==> src/sv/ptach_pkg.sv <==
// shared types, constants and widths for the period tachometer
`timescale 1ns / 1ps
package ptach_pkg;

    // default width of the microsecond counter
    localparam int TIMER_WIDTH_DEF = 32;

    // field widths
    localparam int PPR_W      = 8;
    localparam int IVL_W      = 24;
    localparam int RPM_W      = 26;
    localparam int CFG_IDX_W  = 2;
    localparam int CFG_DATA_W = 24;
    localparam int S_TDATA_W  = 8;
    localparam int M_TDATA_W  = 32;

    // microseconds per minute, the dividend of every speed update
    localparam logic [RPM_W-1:0] RPM_NUM = 26'd60000000;

    // divide step counter, one quotient bit per step
    localparam int CNT_W = $clog2(RPM_W);

    // command queue between front and back
    localparam int QUEUE_DEPTH = 4;

    // register indexes on the configuration channel
    localparam logic [CFG_IDX_W-1:0] CFG_PPR      = 2'd0;
    localparam logic [CFG_IDX_W-1:0] CFG_INTERVAL = 2'd1;
    localparam logic [CFG_IDX_W-1:0] CFG_TIMEOUT  = 2'd2;

    // register reset values
    localparam logic [PPR_W-1:0] PPR_RST      = 8'd1;
    localparam logic [IVL_W-1:0] INTERVAL_RST = 24'd500000;
    localparam logic [IVL_W-1:0] TIMEOUT_RST  = 24'd500000;

    // work handed from front to back
    typedef struct packed {
        logic             do_div;   // new period measured, update speed
        logic             big;      // divisor wider than RPM_W bits, speed reads zero
        logic [RPM_W-1:0] divisor;  // period times pulses per revolution
        logic             report;   // report interval elapsed on this beat
        logic             stopped;  // time since last edge beyond timeout
    } tach_cmd_t;

    // queue status seen by both sides
    typedef struct packed {
        logic full;
        logic empty;
    } queue_stat_t;

    // back end sequencer
    typedef enum logic [1:0] {
        BK_IDLE,
        BK_DIV,
        BK_EMIT
    } back_state_t;

endpackage

==> src/sv/period_tachometer.sv <==
// Period tachometer top level: speed from edge period, reported every interval.
// Input beats are taken while the command queue has room.
// A beat that measures a period is loaded by the back end, divided bit-serially
// (one quotient bit per cycle) unless flagged big, then emitted if it reports.
// A report beat with no divide passes the queue, BK_IDLE and BK_EMIT to m_tvalid.
// aresetn is synchronous, active low; no clearing pass is needed after it.
`timescale 1ns / 1ps
module period_tachometer #(
    parameter int TIMER_WIDTH = ptach_pkg::TIMER_WIDTH_DEF
) (
    input  logic                             aclk,
    input  logic                             aresetn,
    input  logic                             s_tvalid,
    output logic                             s_tready,
    input  logic [ptach_pkg::S_TDATA_W-1:0]  s_tdata,   // [0] edge_req
    output logic                             m_tvalid,
    input  logic                             m_tready,
    output logic [ptach_pkg::M_TDATA_W-1:0]  m_tdata,   // [25:0] rpm, [26] stopped
    input  logic                             cfg_valid,
    output logic                             cfg_ready,
    input  logic [ptach_pkg::CFG_IDX_W-1:0]  cfg_index,
    input  logic [ptach_pkg::CFG_DATA_W-1:0] cfg_data
);
    import ptach_pkg::*;

    tach_cmd_t        push_cmd;
    tach_cmd_t        head;
    queue_stat_t      q_stat;
    logic             push;
    logic             pop;
    logic [RPM_W-1:0] m_rpm;
    logic             m_stopped;

    // registers are always writable
    assign cfg_ready = 1'b1;

    // result beat packing
    assign m_tdata = {{(M_TDATA_W - RPM_W - 1){1'b0}}, m_stopped, m_rpm};

    ptach_front #(
        .TIMER_WIDTH (TIMER_WIDTH)
    ) u_front (
        .aclk      (aclk),
        .aresetn   (aresetn),
        .s_tvalid  (s_tvalid),
        .s_tready  (s_tready),
        .edge_req  (s_tdata[0]),
        .cfg_valid (cfg_valid),
        .cfg_index (cfg_index),
        .cfg_data  (cfg_data),
        .q_stat    (q_stat),
        .push      (push),
        .push_cmd  (push_cmd)
    );

    ptach_queue u_queue (
        .aclk     (aclk),
        .aresetn  (aresetn),
        .push     (push),
        .push_cmd (push_cmd),
        .pop      (pop),
        .head     (head),
        .q_stat   (q_stat)
    );

    ptach_back u_back (
        .aclk      (aclk),
        .aresetn   (aresetn),
        .q_stat    (q_stat),
        .head      (head),
        .pop       (pop),
        .m_tvalid  (m_tvalid),
        .m_tready  (m_tready),
        .m_rpm     (m_rpm),
        .m_stopped (m_stopped)
    );

endmodule

==> src/sv/ptach_front.sv <==
// front end: tick counting, edge and report classification, configuration registers
`timescale 1ns / 1ps
module ptach_front #(
    parameter int TIMER_WIDTH = ptach_pkg::TIMER_WIDTH_DEF
) (
    input  logic                             aclk,
    input  logic                             aresetn,
    input  logic                             s_tvalid,
    output logic                             s_tready,
    input  logic                             edge_req,
    input  logic                             cfg_valid,
    input  logic [ptach_pkg::CFG_IDX_W-1:0]  cfg_index,
    input  logic [ptach_pkg::CFG_DATA_W-1:0] cfg_data,
    input  ptach_pkg::queue_stat_t           q_stat,
    output logic                             push,
    output ptach_pkg::tach_cmd_t             push_cmd
);
    import ptach_pkg::*;

    localparam int PROD_W = (TIMER_WIDTH + PPR_W > RPM_W + 1) ? TIMER_WIDTH + PPR_W : RPM_W + 1;
    localparam int CMP_W  = (TIMER_WIDTH > IVL_W) ? TIMER_WIDTH : IVL_W;
    localparam logic [TIMER_WIDTH-1:0] TIMER_MAX = '1;

    logic [PPR_W-1:0]       ppr_reg;
    logic [IVL_W-1:0]       interval_reg;
    logic [IVL_W-1:0]       timeout_reg;
    logic [TIMER_WIDTH-1:0] since_edge_reg;
    logic [TIMER_WIDTH-1:0] since_edge_next;
    logic                   edge_seen_reg;
    logic [IVL_W-1:0]       report_count_reg;
    logic [IVL_W-1:0]       report_count_next;

    logic                   accept;
    logic [TIMER_WIDTH-1:0] elapsed;
    logic [PROD_W-1:0]      product;
    logic [IVL_W:0]         count_inc;
    logic                   do_div;
    logic                   report;
    logic                   stopped;

    // room in the queue is all the front needs
    assign s_tready = !q_stat.full;

    // classify the beat
    always_comb begin
        accept            = s_tvalid & s_tready;
        elapsed           = (since_edge_reg == TIMER_MAX) ? since_edge_reg
                                                          : since_edge_reg + 1'b1;
        since_edge_next   = edge_req ? '0 : elapsed;
        product           = PROD_W'(elapsed) * PROD_W'(ppr_reg);
        do_div            = edge_req & edge_seen_reg & (ppr_reg != '0);
        count_inc         = {1'b0, report_count_reg} + 1'b1;
        report            = !(count_inc < {1'b0, interval_reg});
        report_count_next = report ? '0 : count_inc[IVL_W-1:0];
        stopped           = CMP_W'(since_edge_next) > CMP_W'(timeout_reg);

        push_cmd.do_div   = do_div;
        push_cmd.big      = |product[PROD_W-1:RPM_W];
        push_cmd.divisor  = product[RPM_W-1:0];
        push_cmd.report   = report;
        push_cmd.stopped  = stopped;
        push              = accept & (do_div | report);
    end

    // tick state
    always_ff @(posedge aclk) begin
        if (!aresetn) begin
            since_edge_reg   <= '0;
            edge_seen_reg    <= 1'b0;
            report_count_reg <= '0;
        end else if (accept) begin
            since_edge_reg   <= since_edge_next;
            edge_seen_reg    <= edge_seen_reg | edge_req;
            report_count_reg <= report_count_next;
        end
    end

    // configuration registers
    always_ff @(posedge aclk) begin
        if (!aresetn) begin
            ppr_reg      <= PPR_RST;
            interval_reg <= INTERVAL_RST;
            timeout_reg  <= TIMEOUT_RST;
        end else if (cfg_valid) begin
            case (cfg_index)
                CFG_PPR:      ppr_reg      <= cfg_data[PPR_W-1:0];
                CFG_INTERVAL: interval_reg <= cfg_data[IVL_W-1:0];
                CFG_TIMEOUT:  timeout_reg  <= cfg_data[IVL_W-1:0];
                default: ;
            endcase
        end
    end

endmodule

==> src/sv/ptach_queue.sv <==
// short command queue between the front and back ends
`timescale 1ns / 1ps
module ptach_queue (
    input  logic                   aclk,
    input  logic                   aresetn,
    input  logic                   push,
    input  ptach_pkg::tach_cmd_t   push_cmd,
    input  logic                   pop,
    output ptach_pkg::tach_cmd_t   head,
    output ptach_pkg::queue_stat_t q_stat
);
    import ptach_pkg::*;

    localparam int PTR_W = $clog2(QUEUE_DEPTH);
    localparam int CNT_QW = $clog2(QUEUE_DEPTH + 1);
    localparam logic [CNT_QW-1:0] DEPTH_C = CNT_QW'(QUEUE_DEPTH);

    tach_cmd_t          entry_reg [QUEUE_DEPTH];
    logic [PTR_W-1:0]   wr_ptr_reg;
    logic [PTR_W-1:0]   rd_ptr_reg;
    logic [CNT_QW-1:0]  count_reg;

    assign head         = entry_reg[rd_ptr_reg];
    assign q_stat.full  = (count_reg == DEPTH_C);
    assign q_stat.empty = (count_reg == '0);

    // entry storage
    always_ff @(posedge aclk) begin
        if (push) begin
            entry_reg[wr_ptr_reg] <= push_cmd;
        end
    end

    // pointers wrap naturally, depth is a power of two
    always_ff @(posedge aclk) begin
        if (!aresetn) begin
            wr_ptr_reg <= '0;
            rd_ptr_reg <= '0;
            count_reg  <= '0;
        end else begin
            if (push) begin
                wr_ptr_reg <= wr_ptr_reg + 1'b1;
            end
            if (pop) begin
                rd_ptr_reg <= rd_ptr_reg + 1'b1;
            end
            case ({push, pop})
                2'b10:   count_reg <= count_reg + 1'b1;
                2'b01:   count_reg <= count_reg - 1'b1;
                default: ;
            endcase
        end
    end

endmodule

==> src/sv/ptach_back.sv <==
// back end: bit-serial speed divide, stall check and result register
`timescale 1ns / 1ps
module ptach_back (
    input  logic                        aclk,
    input  logic                        aresetn,
    input  ptach_pkg::queue_stat_t      q_stat,
    input  ptach_pkg::tach_cmd_t        head,
    output logic                        pop,
    output logic                        m_tvalid,
    input  logic                        m_tready,
    output logic [ptach_pkg::RPM_W-1:0] m_rpm,
    output logic                        m_stopped
);
    import ptach_pkg::*;

    back_state_t      state_reg;
    back_state_t      state_next;
    tach_cmd_t        cmd_reg;
    logic [RPM_W-1:0] rem_reg;
    logic [RPM_W-1:0] rem_next;
    logic [RPM_W-1:0] quo_reg;
    logic [RPM_W-1:0] quo_next;
    logic [CNT_W-1:0] idx_reg;
    logic [RPM_W-1:0] rpm_value_reg;
    logic             m_tvalid_reg;
    logic [RPM_W-1:0] m_rpm_reg;
    logic             m_stopped_reg;

    logic [RPM_W:0]   shifted;
    logic [RPM_W:0]   trial;
    logic             fits;
    logic             out_free;
    logic             out_load;
    logic [RPM_W-1:0] emit_rpm;

    assign m_tvalid  = m_tvalid_reg;
    assign m_rpm     = m_rpm_reg;
    assign m_stopped = m_stopped_reg;

    // one restoring divide step: bring down the next dividend bit
    always_comb begin
        shifted  = {rem_reg, RPM_NUM[idx_reg]};
        trial    = shifted - {1'b0, cmd_reg.divisor};
        fits     = !trial[RPM_W];
        rem_next = fits ? trial[RPM_W-1:0] : shifted[RPM_W-1:0];
        quo_next = {quo_reg[RPM_W-2:0], fits};
        out_free = !m_tvalid_reg || m_tready;
        emit_rpm = cmd_reg.stopped ? '0 : rpm_value_reg;
    end

    // sequencer next state and strobes
    always_comb begin
        state_next = state_reg;
        pop        = 1'b0;
        out_load   = 1'b0;
        case (state_reg)
            BK_IDLE: begin
                if (!q_stat.empty) begin
                    pop = 1'b1;
                    if (head.do_div && !head.big) begin
                        state_next = BK_DIV;
                    end else if (head.report) begin
                        state_next = BK_EMIT;
                    end
                end
            end
            BK_DIV: begin
                if (idx_reg == '0) begin
                    state_next = cmd_reg.report ? BK_EMIT : BK_IDLE;
                end
            end
            BK_EMIT: begin
                if (out_free) begin
                    out_load   = 1'b1;
                    state_next = BK_IDLE;
                end
            end
            default: state_next = BK_IDLE;
        endcase
    end

    // control state, speed and result valid
    always_ff @(posedge aclk) begin
        if (!aresetn) begin
            state_reg     <= BK_IDLE;
            rpm_value_reg <= '0;
            m_tvalid_reg  <= 1'b0;
        end else begin
            state_reg <= state_next;
            if (pop && head.do_div && head.big) begin
                rpm_value_reg <= '0;
            end else if (state_reg == BK_DIV && idx_reg == '0) begin
                rpm_value_reg <= quo_next;
            end else if (out_load) begin
                rpm_value_reg <= emit_rpm;
            end
            if (out_load) begin
                m_tvalid_reg <= 1'b1;
            end else if (m_tready) begin
                m_tvalid_reg <= 1'b0;
            end
        end
    end

    // divide datapath and result payload
    always_ff @(posedge aclk) begin
        if (pop) begin
            cmd_reg <= head;
            rem_reg <= '0;
            quo_reg <= '0;
            idx_reg <= CNT_W'(RPM_W - 1);
        end else if (state_reg == BK_DIV) begin
            rem_reg <= rem_next;
            quo_reg <= quo_next;
            idx_reg <= idx_reg - 1'b1;
        end
        if (out_load) begin
            m_rpm_reg     <= emit_rpm;
            m_stopped_reg <= cmd_reg.stopped;
        end
    end

endmodule

==> config.mk <==
export PLATFORM = sky130hd
export DESIGN_NAME = period_tachometer
export DESIGN_NICKNAME = d
export VERILOG_FILES = /design/src/sv/ptach_pkg.sv /design/src/sv/period_tachometer.sv /design/src/sv/ptach_front.sv /design/src/sv/ptach_queue.sv /design/src/sv/ptach_back.sv
export SDC_FILE = /design/constraint.sdc
export NUM_CORES = 1
export LEC_CHECK = 0
export BUFFER_PORTS_ARGS = -buffer_cell sky130_fd_sc_hd__buf_2
export CAP_MARGIN = 20
export CORE_MARGIN = 1
export CORE_UTILIZATION = 65
export CTS_CLUSTER_SIZE = 10
export DETAILED_ROUTE_END_ITERATION = 12
export GPL_TIMING_DRIVEN = 0
export HOLD_SLACK_MARGIN = 0.06
export PLACE_DENSITY = 0.79
export SLEW_MARGIN = 30
export SYNTH_ARGS = -nofsm -noshare
export SYNTH_HDL_FRONTEND = slang
export SYNTH_SLANG_ARGS = --single-unit
==> constraint.sdc <==
create_clock -name aclk -period 14.05 [get_ports aclk]
set_clock_uncertainty 0.15 [all_clocks]
set_input_delay 2.1075 -clock aclk [delete_from_list [all_inputs] [get_ports aclk]]
set_output_delay 2.1075 -clock aclk [all_outputs]
set_load 0.005 [all_outputs]
==> impl_metrics.json <==
{
  "ir_drop_mv": 0.09543,
  "clkTransAtPathRegs_ns": 0.06,
  "rows": 73,
  "die_w_um": 202.8,
  "yosysMostFrequentCell": "nand2_1",
  "synth_top_area_cell": "edfxtp_1",
  "grt_pass1_wl_um": 102600,
  "status": "finished, final reports clean",
  "critical_path.startpoint": "u_front.since_edge_reg[3]",
  "final_nets": 3166,
  "largest_register_ffs": 120,
  "synth_cells": 2686,
  "via_per_inst": 5.994,
  "crit_path_end": "u_queue.entry_reg[0][28]",
  "hold_class": "flop to flop",
  "period_minus_slack_ns": 9.486,
  "ys_ff_latch": 383,
  "r2r_end": "u_queue.entry_reg[0][28]",
  "h-tree-depth": 2,
  "power_density_nw_per_um2": 112.3,
  "required_ns": 14.11,
  "critPathArrivalTime_ns": 9.55,
  "met1_usage": 0.4042,
  "cts_tree": "built",
  "start_util": 0.6596,
  "rsz0062_at_grt": "no",
  "crit_path_max_fanout": 10,
  "synth_area_leaders": "edfxtp_1 20%, dfxtp_1 16%, fa_1 14%, ha_1 6.8%, nand2_1 4.3%",
  "slowest_delay_ns": 0.79,
  "synth_edf_count": 175,
  "cpMostUsedCell": "fa_1",
  "synth_common_cells": "301 x nand2_1, 260 x inv_1, 208 x dfxtp_1, 182 x fa_1, 175 x edfxtp_1",
  "avgSynthCellArea_um2": 9.757,
  "numPortBuffers": 59,
  "setup_viol": 0,
  "wirelength_um": 63060,
  "async_flop_share": 0,
  "r2r_start": "u_front.since_edge_reg[3]",
  "final_util": 0.7225,
  "cts-resized-gates": 0,
  "worstSetupStartpointType": "flop",
  "fin_setup_tns_ns": 0,
  "drive_gt1_frac": 0.07092,
  "crit_type": "flop to flop",
  "tightest_slew_ns": 1.048,
  "synth_area_um2": 26210,
  "grt_max_degree": 28,
  "drv_cap": 0,
  "hold_slack_ns": 0.3119,
  "use_met3": 0.05570,
  "slew_headroom": 0.2990,
  "regToRegSetupSlack_ns": 4.56,
  "ys_seq_area_frac": 0.3594,
  "drcViolationCount": 0,
  "busiest_layer": "met2",
  "drtPass1Iterations": 6,
  "maxSlewViolCount": 0,
  "n_fill_cell": 2867,
  "clk_path_buf_depth": 3,
  "die_area_um2": 41130,
  "finalCritPeriodShare": 0.6752,
  "ant_nets": 0,
  "critPathSlowestCell": "xor2_1",
  "num_io_pins": 74,
  "whs_path_depth": 2,
  "antenna_found_initial": 2,
  "synth_top_area_frac": 0.2005,
  "wl_per_cell_um": 18.77,
  "post-dp-hpwl_um": 47320,
  "clk_latency_ns": 0.57,
  "yosysWarnings": 0,
  "endpoint_kind": "flop",
  "core_um2": 39730,
  "p_leak_nw": 11.64,
  "die_h_um": 202.8,
  "track_usage": 0.3132,
  "grtUsageMet2": 0.5227,
  "grt_pass1_vias": 20340,
  "syn_to_final_growth_pct": 9.529,
  "reg2reg_depth": 25,
  "root_buffer": "clkbuf_16",
  "cts.sinks": 383,
  "hold_buffers": 0,
  "max_freq_mhz": 105.4,
  "postCtsSetupBuffers": 0,
  "synth_cell_types": 82,
  "drt_iter0_drc": 1696,
  "report.final.hold_viol_count": 0,
  "ys_dominant_reg_cell": "dfxtp_1",
  "gp_congestion": 0.9221,
  "gr-total-overflow": 0,
  "numCtsBuffers": 45,
  "num_vias": 20140
}
-- how the worst min path moves through the flow --
stage	slack (ns)	startpoint	end
final	0.31	u_front.timeout_reg[7]	u_front.timeout_reg[7]
after global routing	0.33	u_front.timeout_reg[7]	u_front.timeout_reg[7]
after CTS	0.31	u_back.quo_reg[24]	u_back.quo_reg[24]
after detailed placement	0.30	u_back.quo_reg[24]	u_back.quo_reg[24]
after global placement	0.29	u_back.quo_reg[24]	u_back.quo_reg[24]
after floorplan	0.27	u_back.cmd_reg[0]	u_back.m_stopped
-- stage by stage --
step | instances | power, mW | instance area (um^2) | setup slack (ns)
final | 3360 | 3.222 | 28710 | 4.564
after global routing | 3359 | 3.370 | 28700 | 4.083
after CTS | 3359 | 3.223 | 28670 | 4.697
after detailed placement | 3280 | 2.154 | 27340 | 4.731
after global placement | 3274 | 2.100 | 27170 | 4.819
after floorplan | 2690 | 1.920 | 26220 | 6.244
-- per-layer routing --
layer / part of all wire / routed length (um)
met4: 0.039 / 2454
met2: 0.48 / 30210
met3: 0.071 / 4463
met1: 0.41 / 25930
met5: 0 / 0
-- cell type report --
| cell class | count | area, um^2 | share of cell area |
|---|---|---|---|
| multi-input cells | 1917 | 15370 | 0.5356 |
| flip-flops and latches | 383 | 9419 | 0.3281 |
| clock buffers | 74 | 1245 | 0.04337 |
| inverters | 260 | 975.9 | 0.03400 |
| well taps | 525 | 656.9 | 0.02288 |
| plain buffers | 130 | 523.0 | 0.01822 |
| repair buffers | 65 | 430.4 | 0.01499 |
| clock inverters | 5 | 78.83 | 0.002746 |
| diodes | 1 | 2.502 | 0.00008718 |
-- cell families (layout without fill, tap and decap cells) --
kind of cell	count (synthesis)	after routing	share of synthesized area
compound gates	483	483	0.1188
xor+xnor	109	109	0.03757
fa+ha+maj	325	325	0.2073
buf+inv	390	534	0.05715
flops	383	383	0.3594
mux	67	67	0.04015
other cells	2	7	0.0002866
simple gates	927	927	0.1794
-- power by group --
part | switching, mW | total (mW) | internal [mW]
combinational | 0.500 | 0.821 | 0.321
sequential | 0.0499 | 1.33 | 1.28
clock | 0.445 | 1.07 | 0.623
total | 0.995 | 3.22 | 2.23
-- critical path, delay by kind of cell, from the launching register on --
family | cells | cell delay, ns
xor+xnor | 2 | 0.85
compound gates | 5 | 1.16
buf+inv | 2 | 0.09
flops | 1 | 0.45
simple gates | 11 | 3.92
fa+ha+maj | 5 | 2.48
-- layout by cell type, fill, tap and decap left out, types with 48 or more instances in the layout --
cell type    n
a21boi_0    48
a21oi_1    137
and2_1      64
buf_2       62
clkbuf_1   138
dfxtp_1    208
edfxtp_1   175
fa_1       182
ha_1       143
inv_1      260
nand2_1    301
nand2b_1    48
nand3_1     77
nor2_1     125
nor2b_1    172
o21ai_0     75
xnor2_1     65
(Power assumes the default switching activity.)
